==> src/design/c2d_pkg.sv <==
// Shared constants, types and codes for the 7x7 zero-padded convolution core.
package c2d_pkg;

	localparam int MAX_WIDTH   = 1024;
	localparam int KSIZE       = 7;
	localparam int HALF_K      = KSIZE / 2;
	localparam int LINES       = KSIZE - 1;
	localparam int TAPS        = KSIZE * KSIZE;
	localparam int COL_W       = $clog2(MAX_WIDTH);
	localparam int WID_W       = 11;
	localparam int ROW_W       = 16;
	localparam int SLOT_W      = $clog2(LINES);
	localparam int PIX_W       = 8;
	localparam int COEF_W      = 16;
	localparam int IDX_W       = 6;
	localparam int PROD_W      = PIX_W + 1 + COEF_W;
	localparam int ROWSUM_W    = PROD_W + $clog2(KSIZE + 1);
	localparam int SUM_W       = 30;
	localparam int QUEUE_DEPTH = 4;

	typedef enum logic [1:0] {
		OP_COEF  = 2'd0,
		OP_PIXEL = 2'd1,
		OP_FLUSH = 2'd2,
		OP_NONE  = 2'd3
	} op_t;

	localparam logic REG_WIDTH  = 1'b0;
	localparam logic REG_HEIGHT = 1'b1;

	typedef struct packed {
		logic                     is_coef;
		logic [IDX_W-1:0]         coef_index;
		logic signed [COEF_W-1:0] coef_value;
		logic [PIX_W-1:0]         px;
		logic [COL_W-1:0]         col;
		logic [SLOT_W-1:0]        slot;
		logic                     emit;
		logic [KSIZE-1:0]         row_mask;
		logic [KSIZE-1:0]         col_mask;
		logic [ROW_W-1:0]         out_row;
		logic [COL_W-1:0]         out_col;
		logic                     last;
	} c2d_item_t;

	typedef struct packed {
		logic full;
		logic empty;
	} c2d_q_status_t;

endpackage

==> src/design/c2d_fifo.sv <==
// Short queue between the front end and the compute back end.
module c2d_fifo import c2d_pkg::*; #(
	parameter int DEPTH = QUEUE_DEPTH
) (
	input  logic          clk,
	input  logic          arst_n,
	input  logic          push,
	input  c2d_item_t     item_in,
	input  logic          pop,
	output c2d_item_t     item_out,
	output c2d_q_status_t status
);

	localparam int PTR_W = (DEPTH > 1) ? $clog2(DEPTH) : 1;
	localparam int CNT_W = $clog2(DEPTH + 1);

	c2d_item_t        mem_q [DEPTH];
	logic [PTR_W-1:0] wr_ptr_q;
	logic [PTR_W-1:0] rd_ptr_q;
	logic [CNT_W-1:0] count_q;

	assign item_out     = mem_q[rd_ptr_q];
	assign status.full  = (count_q == CNT_W'(DEPTH));
	assign status.empty = (count_q == '0);

	always_ff @(posedge clk) begin
		if (push) begin
			mem_q[wr_ptr_q] <= item_in;
		end
	end

	always_ff @(posedge clk or negedge arst_n) begin
		if (!arst_n) begin
			wr_ptr_q <= '0;
			rd_ptr_q <= '0;
			count_q  <= '0;
		end else begin
			if (push) begin
				wr_ptr_q <= (wr_ptr_q == PTR_W'(DEPTH - 1)) ? '0 : wr_ptr_q + PTR_W'(1);
			end
			if (pop) begin
				rd_ptr_q <= (rd_ptr_q == PTR_W'(DEPTH - 1)) ? '0 : rd_ptr_q + PTR_W'(1);
			end
			if (push && !pop) begin
				count_q <= count_q + CNT_W'(1);
			end else if (pop && !push) begin
				count_q <= count_q - CNT_W'(1);
			end
		end
	end

endmodule

==> config.mk <==
export PLATFORM = sky130hd
export DESIGN_NAME = c2d_fifo
export DESIGN_NICKNAME = d
export VERILOG_FILES = /design/src/design/c2d_pkg.sv /design/src/design/c2d_fifo.sv
export SDC_FILE = /design/constraint.sdc
export NUM_CORES = 1
export LEC_CHECK = 0
export BUFFER_PORTS_ARGS = -buffer_cell sky130_fd_sc_hd__buf_2
export CORE_UTILIZATION = 31
export CTS_CLUSTER_SIZE = 10
export DETAILED_ROUTE_END_ITERATION = 6
export SYNTH_ARGS = -nofsm -noshare
export SYNTH_HDL_FRONTEND = slang
export SYNTH_SLANG_ARGS = --single-unit
==> constraint.sdc <==
create_clock -name clk -period 5.2 [get_ports clk]
set_clock_uncertainty 0.2 [all_clocks]
set_input_delay 1.04 -clock clk [delete_from_list [all_inputs] [get_ports clk]]
set_output_delay 1.04 -clock clk [all_outputs]
set_load 0.01 [all_outputs]
==> metrics <==
diodes inserted=0; H-Tree Depth=2; Lkg Pwr=5.21 nW; largest net degree at the start of global routing=52; setup_tns=0 ps; Worst Max-Slew Pin Slew=635 ps; Core Region=40800 µm²; clock tree buffer depth=3; CP required=3960 ps; startpoint types=register; synth warn=0; Vias/cell=4.66; CTS tree=built; Worst Path Max Fanout=38; CP arrival=2400 ps; Clk network pwr share=roughly 29%; initial antenna violation count=4; total die area=42200 µm²; ANT nets after route=0; Worst-path clk slew=about 60 ps; Via Count=5770; crit-path cells=buf_12, mux4_2, buf_2; Die Ht=205 µm; GPL Wtd Cong=about 0.66; DRT Pass-1 Iters=4; Synth area leader=edfxtp_1; placed cells=1186; DR iter-0 viols=341; Seq pwr share=45.1%; Synth cell types=21; worst vdd ir=around 0.00033 V; clk_lat worst skew=roughly 530 ps; first-pass GRT wire length=36400 µm; Mapped Area=12800 µm²; gr usage total=11.7%; die width=205 µm; final hold viol count=0; fill cell count=3697; post-place setup slack=2050 ps; post_cts resized=0; Setup Crit Path Kind=reg -> out; Starting Density=roughly a third; synth top area cells=edfxtp_1, mux4_2, dfrtp_1; layout cells sized above 1=45.8%; row count=74; share of Yosys cell area claimed by the top area cell type=80.6%; Max Cap Viol=0; nets=794; Finished Layout Cells=1239; Root Driver=clkbuf_16; Worst path slowest cell=dfrtp_4; Seq/Total Area, Yosys=81.9%; Boundary Pins=178; synthesized netlist cell count=approximately 490; outcome=finished clean; clock sinks=~350; register bit total from synthesis=351; logic gate share of total power=26.2%; HP Class=in -> async; Port Buf Inserts=177; DRC viols=0; number of global-route vias before repair=6070; wire per inst=19.7 µm; Cell Int Power=6.18 mW; fin crit share=70.0%; synthesis-to-layout area growth=20.6%; power after layout=between 8 and 9 mW; placed inst area=between 10000 and 15000 µm²; # hold bufs at CTS=0; post-DP HPWL=14400 µm; Setup Buffers After CTS=0; cells on worst reg2reg path=4; Pwr Density=552 nW/µm²; RSZ-0062 raised after global routing=false; NetSw=2.36 mW; Net Sw Frac=between 20% and 30%; Worst setup EP type=output pin; min cycle time layout=3640 ps; CP peak stage delay=730 ps; Avg Cell Area, Syn=26.3 µm²; Syn Nets=584; Final Slew Violations=0; Routed WL=24400 µm; final instance area=15500 µm²; f_max=0.275 GHz; max_slew headroom=57.6%; grt ovf=0; final worst slack=1560 ps; Final Setup Violations=0; Inserted Clock Buffers=41
-- synthesized netlist by cell type (all sizes together) --
cell type,number
edfxtp,344
mux4,86
buf,16
dfrtp,7
ha,6
and2,4
clkbuf,4
inv,4
mux2,3
nor2,3
nand2,2
o21ai,2
xor2,2
fa,1
nor3,1
nor3b,1
xnor2,1
-- sequential cells by signal, indices dropped and copies added, names as in the netlist --
register  cells
mem_q       344
count_q       3
rd_ptr_q      2
wr_ptr_q      2
-- cell families (layout without fill, tap and decap cells) --
family / count (synthesis) / after routing / share of synthesized area (%)
mux: 89 / 89 / 15.4
buf+inv: 24 / 244 / 1.25
compound gates: 2 / 2 / 0.0781
fa+ha+maj: 7 / 7 / 0.742
flops: 351 / 351 / 81.9
simple gates: 11 / 11 / 0.439
xor+xnor: 3 / 3 / 0.205
-- path summary, 6_finish.rpt --
path | startpoint | to | slack [ps]
max in group asynchronous | arst_n | rd_ptr_q[0]$_DFFE_PN0P_ | 4470
max | rd_ptr_q[0]$_DFFE_PN0P_ | item_out[85] | 1560
min in group clk | count_q[2]$_DFFE_PN0P_ | count_q[2]$_DFFE_PN0P_ | 300
max reg2reg | wr_ptr_q[0]$_DFFE_PN0P_ | mem_q[2][20]$_DFFE_PP_ | 2940
min reg2reg | count_q[2]$_DFFE_PN0P_ | count_q[2]$_DFFE_PN0P_ | 300
min | arst_n | rd_ptr_q[1]$_DFFE_PN0P_ | 140
-- critical path: cells and delay by family (launching register included) --
family                 cells  cell delay [ps]
buffers and inverters      2              520
multiplexers               1              580
flip-flops                 1              730
-- metrics by stage --
step	hold WS, ps	util (%)
floorplan	256	-
global placement	270	35.2
detailed placement	276	35.2
CTS	104	37.9
global route	116	37.9
finish	141	37.9
-- cells in the final DEF, fill, tap and decap left out, drive strengths merged, types with 2 or more instances in the layout --
| master | Yosys | routed |
|---|---|---|
| and2 | 4 | 4 |
| mux4 | 86 | 86 |
| xor2 | 2 | 2 |
| edfxtp | 344 | 344 |
| clkbuf | 4 | 52 |
| buf | 16 | 187 |
| mux2 | 3 | 3 |
| nor2 | 3 | 3 |
| o21ai | 2 | 2 |
| ha | 6 | 6 |
| nand2 | 2 | 2 |
| dfrtp | 7 | 7 |
| inv | 4 | 4 |
-- final cells by class --
type	instances	area [µm²]	share of cell area, %
flip-flops and latches	351	10500	68.0
multi-input cells	112	2170	14.0
clock buffers	52	1070	6.90
repair buffers	187	1010	6.54
well taps	532	666	4.30
clock inverters	1	30.0	0.194
inverters	4	15.0	0.0971
-- layer usage --
layer  part of all wire, %  vias to the layer above  global-route usage, %
li1                      -                     2514                      -
met1                    43                     3025                   15.0
met2                    49                      173                   18.7
met3                   6.4                       52                   3.72
met4                   1.9                        6                   3.76
met5                  0.17                        -                      0
-- power by group through the flow --
stage                     combinational [mW]  clock, mW  sequential, mW
after CTS                               2.32       2.54            3.87
after detailed placement                2.31          0            3.92
after floorplan                         1.59          0            3.79
after global routing                    2.44       2.64            3.90
final                                   2.23       2.45            3.85
after global placement                  2.31          0            3.90
Power figures use the tool's default switching activity.
