### config.mk
export PLATFORM = sky130hd
export DESIGN_NAME = c2d_front
export DESIGN_NICKNAME = d
export VERILOG_FILES = /design/src/design/c2d_pkg.sv /design/src/design/c2d_front.sv
export SDC_FILE = /design/constraint.sdc
export NUM_CORES = 1
export LEC_CHECK = 0
export BUFFER_PORTS_ARGS = -buffer_cell sky130_fd_sc_hd__buf_2
export CAP_MARGIN = 20
export CORE_MARGIN = 3
export CORE_UTILIZATION = 45
export CTS_CLUSTER_SIZE = 20
export DETAILED_ROUTE_END_ITERATION = 7
export SYNTH_ARGS = -nofsm -noshare
export SYNTH_HDL_FRONTEND = slang
export SYNTH_SLANG_ARGS = --single-unit
### constraint.sdc
create_clock -name clk -period 9.1 [get_ports clk]
set_clock_uncertainty 0.15 [all_clocks]
set_input_delay 0.91 -clock clk [delete_from_list [all_inputs] [get_ports clk]]
set_output_delay 0.91 -clock clk [all_outputs]
set_load 0.01 [all_outputs]
### src/design/c2d_pkg.sv
// Shared constants, types and codes for the 7x7 zero-padded convolution core.
package c2d_pkg;

	localparam int MAX_WIDTH   = 1024;
	localparam int KSIZE       = 7;
	localparam int HALF_K      = KSIZE / 2;
	localparam int LINES       = KSIZE - 1;
	localparam int TAPS        = KSIZE * KSIZE;
	localparam int COL_W       = $clog2(MAX_WIDTH);
	localparam int WID_W       = 11;
	localparam int ROW_W       = 16;
	localparam int SLOT_W      = $clog2(LINES);
	localparam int PIX_W       = 8;
	localparam int COEF_W      = 16;
	localparam int IDX_W       = 6;
	localparam int PROD_W      = PIX_W + 1 + COEF_W;
	localparam int ROWSUM_W    = PROD_W + $clog2(KSIZE + 1);
	localparam int SUM_W       = 30;
	localparam int QUEUE_DEPTH = 4;

	typedef enum logic [1:0] {
		OP_COEF  = 2'd0,
		OP_PIXEL = 2'd1,
		OP_FLUSH = 2'd2,
		OP_NONE  = 2'd3
	} op_t;

	localparam logic REG_WIDTH  = 1'b0;
	localparam logic REG_HEIGHT = 1'b1;

	typedef struct packed {
		logic                     is_coef;
		logic [IDX_W-1:0]         coef_index;
		logic signed [COEF_W-1:0] coef_value;
		logic [PIX_W-1:0]         px;
		logic [COL_W-1:0]         col;
		logic [SLOT_W-1:0]        slot;
		logic                     emit;
		logic [KSIZE-1:0]         row_mask;
		logic [KSIZE-1:0]         col_mask;
		logic [ROW_W-1:0]         out_row;
		logic [COL_W-1:0]         out_col;
		logic                     last;
	} c2d_item_t;

	typedef struct packed {
		logic full;
		logic empty;
	} c2d_q_status_t;

endpackage

### src/design/c2d_front.sv
// Front end: accepts items, keeps frame counters and size registers, builds queue entries.
module c2d_front import c2d_pkg::*; (
	input  logic                clk,
	input  logic                arst_n,
	input  logic                s_tvalid,
	output logic                s_tready,
	input  logic [1:0]          s_tuser,   // op
	input  logic [31:0]         s_tdata,   // coef_index, coef_value, pixel, zero fill
	input  logic                cfg_valid,
	output logic                cfg_ready,
	input  logic                cfg_index,
	input  logic [15:0]         cfg_data,
	input  c2d_q_status_t       q_status,
	output logic                push,
	output c2d_item_t           item
);

	logic [WID_W-1:0]  width_q;
	logic [ROW_W-1:0]  height_q;
	logic [ROW_W-1:0]  in_row_q;
	logic [COL_W-1:0]  in_col_q;
	logic [ROW_W-1:0]  out_row_q;
	logic [COL_W-1:0]  out_col_q;
	logic [SLOT_W-1:0] slot_q;
	logic              frame_done_q;

	op_t               op;
	logic              acc;
	logic              active;
	logic [WID_W-1:0]  eff_w;
	logic [ROW_W-1:0]  eff_h;
	logic [27:0]       pos;
	logic [27:0]       thresh;
	logic              primed;
	logic              in_col_end;
	logic              out_col_end;
	logic              out_row_end;
	logic              last;
	logic [KSIZE-1:0]  row_mask;
	logic [KSIZE-1:0]  col_mask;

	assign cfg_ready = 1'b1;
	assign s_tready  = !q_status.full;
	assign op        = op_t'(s_tuser);
	assign acc       = s_tvalid && s_tready;
	assign active    = acc && ((op == OP_PIXEL) || ((op == OP_FLUSH) && !frame_done_q));

	always_comb begin
		if (width_q == '0) begin
			eff_w = WID_W'(1);
		end else if (width_q > WID_W'(MAX_WIDTH)) begin
			eff_w = WID_W'(MAX_WIDTH);
		end else begin
			eff_w = width_q;
		end
		eff_h = (height_q == '0) ? ROW_W'(1) : height_q;
	end

	assign pos         = 28'(in_row_q) * 28'(eff_w) + 28'(in_col_q);
	assign thresh      = 28'(HALF_K) * 28'(eff_w) + 28'(HALF_K);
	assign primed      = (out_row_q != '0) || (out_col_q != '0) || (pos >= thresh);
	assign in_col_end  = ({1'b0, in_col_q} + WID_W'(1)) >= eff_w;
	assign out_col_end = ({1'b0, out_col_q} + WID_W'(1)) >= eff_w;
	assign out_row_end = ({1'b0, out_row_q} + 17'd1) >= {1'b0, eff_h};
	assign last        = out_row_end && out_col_end;

	// A tap is live only when its row and column fall inside the image.
	always_comb begin
		logic signed [ROW_W+1:0] r;
		logic signed [COL_W+1:0] c;
		for (int i = 0; i < KSIZE; i++) begin
			r = signed'({2'b00, out_row_q}) + (ROW_W+2)'(i) - (ROW_W+2)'(HALF_K);
			c = signed'({2'b00, out_col_q}) + (COL_W+2)'(i) - (COL_W+2)'(HALF_K);
			row_mask[i] = (r >= 0) && (r < signed'({2'b00, eff_h}));
			col_mask[i] = (c >= 0) && (c < signed'({1'b0, eff_w}));
		end
	end

	always_comb begin
		item.is_coef    = (op == OP_COEF);
		item.coef_index = s_tdata[5:0];
		item.coef_value = s_tdata[21:6];
		item.px         = (op == OP_PIXEL) ? s_tdata[29:22] : '0;
		item.col        = in_col_q;
		item.slot       = slot_q;
		item.emit       = primed && (op != OP_COEF);
		item.row_mask   = row_mask;
		item.col_mask   = col_mask;
		item.out_row    = out_row_q;
		item.out_col    = out_col_q;
		item.last       = last;
		push = (acc && (op == OP_COEF) && (s_tdata[5:0] < IDX_W'(TAPS))) || active;
	end

	always_ff @(posedge clk or negedge arst_n) begin
		if (!arst_n) begin
			width_q      <= WID_W'(1024);
			height_q     <= ROW_W'(1024);
			in_row_q     <= '0;
			in_col_q     <= '0;
			out_row_q    <= '0;
			out_col_q    <= '0;
			slot_q       <= '0;
			frame_done_q <= 1'b0;
		end else begin
			if (cfg_valid) begin
				unique case (cfg_index)
					REG_WIDTH:  width_q  <= cfg_data[WID_W-1:0];
					REG_HEIGHT: height_q <= cfg_data;
				endcase
			end
			if (active) begin
				frame_done_q <= primed && last;
				if (primed && last) begin
					// The frame is complete: every counter starts over.
					in_row_q  <= '0;
					in_col_q  <= '0;
					out_row_q <= '0;
					out_col_q <= '0;
					slot_q    <= '0;
				end else begin
					if (in_col_end) begin
						in_col_q <= '0;
						if (in_row_q != '1) begin
							in_row_q <= in_row_q + ROW_W'(1);
						end
						slot_q <= (slot_q == SLOT_W'(LINES - 1)) ? '0 : slot_q + SLOT_W'(1);
					end else begin
						in_col_q <= in_col_q + COL_W'(1);
					end
					if (primed) begin
						if (out_col_end) begin
							out_col_q <= '0;
							out_row_q <= out_row_q + ROW_W'(1);
						end else begin
							out_col_q <= out_col_q + COL_W'(1);
						end
					end
				end
			end
		end
	end

endmodule

==> results of run 1 <==
## flip-flops by register name, indices dropped and copies added (netlist names)
register      flops
frame_done_q      1
slot_q            3
width_q          11
out_col_q        10
out_row_q        16
in_row_q         16
in_col_q         10
height_q         16
## critical path: cells and delay by family, from the launching register on
family	cells	cell delay, ns
buf+inv	2	0.33
xor+xnor	1	0.12
simple gates	8	1.53
fa+ha+maj	7	3.32
compound gates	5	1.05
flops	1	0.80
## final cells by class
type | count | share of cell area (%)
multi-input cells | 1722 | 74.8
clock buffers | 11 | 1.21
well taps | 518 | 3.38
repair buffers | 152 | 4.62
flip-flops and latches | 83 | 10.8
clock inverters | 5 | 0.326
inverters | 246 | 4.81
## cell usage in the layout (no fill, tap or decap), types with 8 or more instances in the layout
master / instances
ha_1: 307
o21ai_0: 77
o22ai_1: 10
o221ai_1: 10
nand2b_1: 12
nand4_1: 24
a21o_1: 32
o31ai_1: 9
fa_1: 136
buf_2: 108
and2_1: 72
clkbuf_16: 9
mux2_2: 28
o211ai_1: 17
xnor2_1: 106
nand2_1: 246
o21a_1: 71
a211oi_1: 12
nor2b_1: 32
nor4_1: 21
a21oi_1: 85
xor2_1: 47
dfrtp_1: 81
or2_2: 8
buf_4: 42
nor2_1: 108
inv_1: 244
and3_1: 21
nor3_1: 49
or3_1: 10
nand3_1: 57
## per-layer routing
| layer | vias up | track usage (%) |
|---|---|---|
| met5 | - | 0 |
| met4 | 0 | 5.28 |
| met3 | 63 | 3.61 |
| met2 | 455 | 40.0 |
| met1 | 7632 | 33.8 |
| li1 | 7476 | - |
## worst paths after layout
kind	startpoint	to	slack, ns	cells past startpoint
worst min register to register	frame_done_q$_DFFE_PN0P_	frame_done_q$_DFFE_PN0P_	0.33	2
worst max-delay path	width_q[10]$_DFFE_PN1P_	item[41]	0.50	23
max in group asynchronous	arst_n	in_row_q[2]$_DFFE_PN0P_	7.34	2
worst min-delay path	arst_n	width_q[1]$_DFFE_PN0P_	0.29	1
worst max register to register	width_q[10]$_DFFE_PN1P_	out_row_q[0]$_DFFE_PN0P_	0.96	26
min in group clk	frame_done_q$_DFFE_PN0P_	frame_done_q$_DFFE_PN0P_	0.33	2
## stage by stage
step                      cells  instance area [µm²]  worst slack (ns)  utilization [%]  hold WS [ns]
after detailed placement   2719                18900             0.760             48.3         0.318
after CTS                  2735                19200             0.317             49.0         0.279
after floorplan            2186                18000              1.42                -         0.300
after global routing       2737                19200            0.0896             49.1         0.305
final                      2737                19200             0.501             49.1         0.285
after global placement     2718                18900             0.833             48.3         0.312
## cells by family (layout without fill, tap and decap cells)
family	count (synthesis)	in the layout	synth area share, %
flops	83	83	11.6
mux	34	34	2.09
xor+xnor	153	153	7.45
buf+inv	381	414	8.74
fa+ha+maj	443	443	36.5
compound gates	401	401	14.9
simple gates	690	690	18.7
other cells	1	1	0.0209
## what timing repair did
item,CTS,global route
hold buffers,0,0
setup buffers,0,2
endpoints found under the setup margin,0,1
==> results.py, run 1 <==
metrics = {
    "clocking": {
        "htreeDepth": 3,
        "cts-root-buf": "clkbuf_16",
        "cts.sinks": 83,
        "clk_pin_slew_ns": 0.07,
        "cts_tree": "done",
        "cts_max_path_buffers": 2,
        "cts_buffers": 9,
        "cts-resized-gates": 0,
        "clk_latency_ns": 0.38,
    },
    "sta": {
        "tightestPinTransition_ns": 0.988,
        "period_share_pct": 94.5,
        "min_period_ns": 8.60,
        "max_freq_mhz": 116,
        "setup_viol": 0,
        "rsz0062_at_grt": "false",
        "finalSetupTns_ns": 0,
        "maxSlewHeadroom_pct": 34.0,
        "slew_viol_final": 0,
        "hold_viol_final": 0,
    },
    "setup_path": {
        "cp.required_ns": 8.04,
        "setup.worst_path.end_class": "output port",
        "critPathKind": "flop to output port",
        "cp_max_fo": 19,
        "cpMaxStageDelayCell": "dfstp_2",
        "max_stage_delay_ns": 0.80,
        "arrival_ns": 7.54,
        "start_kind": "flop",
        "cp_common_cell": "fa_1",
        "cp_cell_sequence": "nor2b_1, and2_1, fa_1, fa_1, fa_1, fa_1, fa_1, ha_1, a21oi_1, o21ai_0, a31oi_2, xnor2_1, ha_1, nand3_1, o22ai_1, nor3_1, o2111ai_1, nor4_1, nand4_1, nor4_4, buf_4, nor2_1, buf_2",
    },
    "die": {
        "die_w_um": 206,
        "fp-row-count": 72,
        "die_h_um": 206,
        "initial_core_util_pct": 46.0,
        "core_area_um2": 39100,
        "pin_count": 146,
        "die_area_um2": 42400,
    },
    "yosys": {
        "synth-main-ff-cell": "dfrtp_1",
        "ys_ff_latch": 83,
        "synth_area_leaders": "ha_1 21%, fa_1 15%, dfrtp_1 11%",
        "synth_cells": 2186,
        "synth.distinct_cells": 76,
        "yosysMostFrequentCell": "ha_1",
        "syn_nets": 2686,
        "yosysSeqAreaShare_pct": 11.6,
        "yosysTopAreaCellShare_pct": 21.4,
        "async_reset_ff_share_pct": 100,
        "synth_edf_count": 0,
        "syn_avg_cell_area_um2": 8.23,
        "synth_top_cell_by_area": "ha_1",
        "synthesis.area_um2": 18000,
        "ys_top_cells_by_count": "307 x ha_1, 246 x nand2_1, 244 x inv_1",
        "synth_warnings": 0,
    },
    "detailed_routing": {
        "route.vias.total": 15626,
        "dr.pass1.iters": 5,
        "wirelength_met1_um": 23400,
        "drt-vias-per-instance": 5.71,
        "detail-route-antenna-nets": 0,
        "drt-wirelength-per-cell_um": 18.4,
        "drc": 0,
        "drtIter0Drc": 890,
        "wl_met2_um": 23100,
        "wl_met3_um": 2790,
        "wirelength_um": 50300,
        "top_layer_used": "met4",
    },
    "layout": {
        "layout-drive-gt1-share_pct": 9.96,
        "num-fill-cells": 3793,
        "num_antenna_cells": 0,
        "seq_area_um2": 2080,
        "syn2layout_area_growth_pct": 6.70,
        "nets": 2714,
        "multi_input_area_um2": 14400,
    },
    "placement": {
        "port_buffers": 109,
        "hpwlAfterDp_um": 38800,
        "gp_congestion": 0.860,
    },
    "job": {
        "cap_violations": 0,
    },
    "min_path": {
        "hold_path_class": "input pin to async pin",
    },
    "grt": {
        "grt_max_degree": 57,
        "grt_overflow": 0,
        "grt_pass1_wl_um": 82800,
        "track_usage_pct": 24.2,
        "antenna_found_initial": 0,
        "grt_pass1_vias": 15667,
    },
    "status": {
        "status": "finished clean",
    },
}
Power of run 1 is left out: the tool's default activity adds up to more than one toggle a clock period on the data nets, which glitch-free logic cannot reach.
==> run 2, diff against run 1 <==
--- a/config.mk
+++ b/config.mk
@@ -11,6 +11,8 @@
 export CORE_UTILIZATION = 45
 export CTS_CLUSTER_SIZE = 20
 export DETAILED_ROUTE_END_ITERATION = 7
+export MAX_ROUTING_LAYER = met4
+export RECOVER_POWER = 25
 export SYNTH_ARGS = -nofsm -noshare
 export SYNTH_HDL_FRONTEND = slang
 export SYNTH_SLANG_ARGS = --single-unit
==> results.py, run 2 (synthesized netlist as in run 1, its figures left out) <==
metrics = {
    "die": {
        "die_area_um2": 42400,
        "core_area_um2": 39100,
        "pin_count": 146,
        "initial_core_util_pct": 46.0,
        "die_w_um": 206,
        "fp-row-count": 72,
        "die_h_um": 206,
    },
    "grt": {
        "track_usage_pct": 25.0,
        "antenna_found_initial": 0,
        "grt_pass1_vias": 15991,
        "grt_pass1_wl_um": 83600,
        "grt_overflow": 0,
        "grt_max_degree": 62,
    },
    "layout": {
        "syn2layout_area_growth_pct": 6.65,
        "num-fill-cells": 3866,
        "reg_top3": "height_q x16, in_row_q x16, out_row_q x16",
        "layout.cells.non_filler": 2737,
        "final_common_cell": "ha_1",
        "nets": 2714,
        "utilization_pct": 49.1,
        "final_cell_mix": "307 x ha_1, 246 x nand2_1, 244 x inv_1",
        "num_antenna_cells": 0,
        "layout-drive-gt1-share_pct": 10.0,
    },
    "sta": {
        "min_period_ns": 8.57,
        "max_freq_mhz": 117,
        "maxSlewHeadroom_pct": -148,
        "period_share_pct": 94.2,
        "hold_ws_ns": 0.329,
        "finalSetupTns_ns": 0,
        "slew_viol_final": 62,
        "setup_viol": 0,
        "tightestPinTransition_ns": 3.72,
        "hold_viol_final": 0,
        "rsz0062_at_grt": "false",
    },
    "setup_path": {
        "cp_top_family": "adder cells",
        "setup.worst_path.end_class": "output port",
        "cp.required_ns": 8.04,
        "cp_max_fo": 17,
        "cp.buffers_inverters": 9,
        "critPathKind": "flop to output port",
        "max_stage_delay_ns": 0.65,
        "start_kind": "flop",
        "arrival_ns": 7.51,
        "cpMaxStageDelayCell": "dfstp_2",
    },
    "job": {
        "cap_violations": 1,
    },
    "detailed_routing": {
        "detail-route-antenna-nets": 0,
        "dr.pass1.iters": 5,
        "drtIter0Drc": 1010,
        "drt-wirelength-per-cell_um": 18.4,
        "wirelength_um": 50300,
        "drc": 0,
        "drt-vias-per-instance": 5.72,
        "route.vias.total": 15643,
    },
    "min_path": {
        "hold_path_class": "flop to flop",
    },
    "placement": {
        "dp_cells": 2719,
        "gp_congestion": 0.880,
        "port_buffers": 109,
        "hpwlAfterDp_um": 38900,
    },
    "status": {
        "status": "finished with violations",
        "violations": "capacitance limit, slew limit",
    },
    "clocking": {
        "cts_tree": "done",
        "clk_latency_ns": 0.37,
        "htreeDepth": 3,
        "hold_buffers": 0,
        "cts-root-buf": "clkbuf_16",
        "cts_max_path_buffers": 2,
        "cts_buffers": 9,
        "cts.sinks": 83,
        "clk_pin_slew_ns": 0.07,
    },
}
run 2: cell types whose count changed in the layout (fill, tap and decap cells not counted), sizes merged:
cell,change
clkinv,-1
clkinvlp,+1
clkbuf,+2
buf,-2
run 2: through the flow:
| step | setup WS [ns] | area, µm² |
|---|---|---|
| after global placement | 0.792 | 18900 |
| after detailed placement | 0.710 | 18900 |
| after floorplan | 1.42 | 18000 |
| after global routing | 0.0468 | 19200 |
| final | 0.530 | 19200 |
| after CTS | 0.317 | 19200 |
run 2: layout make-up:
| class | count | area (µm²) | area share, % |
|---|---|---|---|
| multi-input combinational | 1722 | 14400 | 74.9 |
| tap | 518 | 648 | 3.38 |
| clock buffer | 11 | 233 | 1.21 |
| clock inverter | 5 | 61.3 | 0.320 |
| sequential | 83 | 2080 | 10.8 |
| inverter | 246 | 923 | 4.81 |
| timing repair buffer | 152 | 863 | 4.50 |
run 2: per-layer routing:
layer  vias up  wire length [µm]  global-route usage [%]  share of wire, %
li1       7469                 -                       -                 -
met1      7667             23600                    34.3                47
met2       447             23200                    40.4                46
met3        60              2690                    2.71               5.4
met4         0               848                    5.02               1.7
met5         -                 0                       -                 0
run 2: worst register-to-register path, delay by kind of cell (launching register included):
kind                     cells  cell delay, ns
XOR/XNOR                     1            0.20
AO/OA/AOI/OAI                6            1.04
buffers and inverters       10            1.48
adder cells (fa/ha/maj)      7            3.03
flip-flops                   1            0.65
AND/OR/NAND/NOR              7            1.15
multiplexers                 1            0.29
run 2: final timing paths:
path | from | to | slack [ns] | cells past startpoint
worst min-delay path | frame_done_q$_DFFE_PN0P_ | frame_done_q$_DFFE_PN0P_ | 0.33 | 2
min in group asynchronous | arst_n | width_q[8]$_DFFE_PN0P_ | 0.64 | 1
worst max register to register | width_q[10]$_DFFE_PN1P_ | out_row_q[1]$_DFFE_PN0P_ | 1.02 | 32
worst max-delay path | width_q[10]$_DFFE_PN1P_ | item[41] | 0.53 | 30
max in group asynchronous | arst_n | in_row_q[11]$_DFFE_PN0P_ | 4.04 | 2
worst min register to register | frame_done_q$_DFFE_PN0P_ | frame_done_q$_DFFE_PN0P_ | 0.33 | 2
run 2: repair_timing:
item / 4_1_cts / 5_1_grt
buffers inserted: 0 / 2
endpoints found under the setup margin: 0 / 1
resized for setup: 0 / 4
Power of run 2 is left out for the same reason.
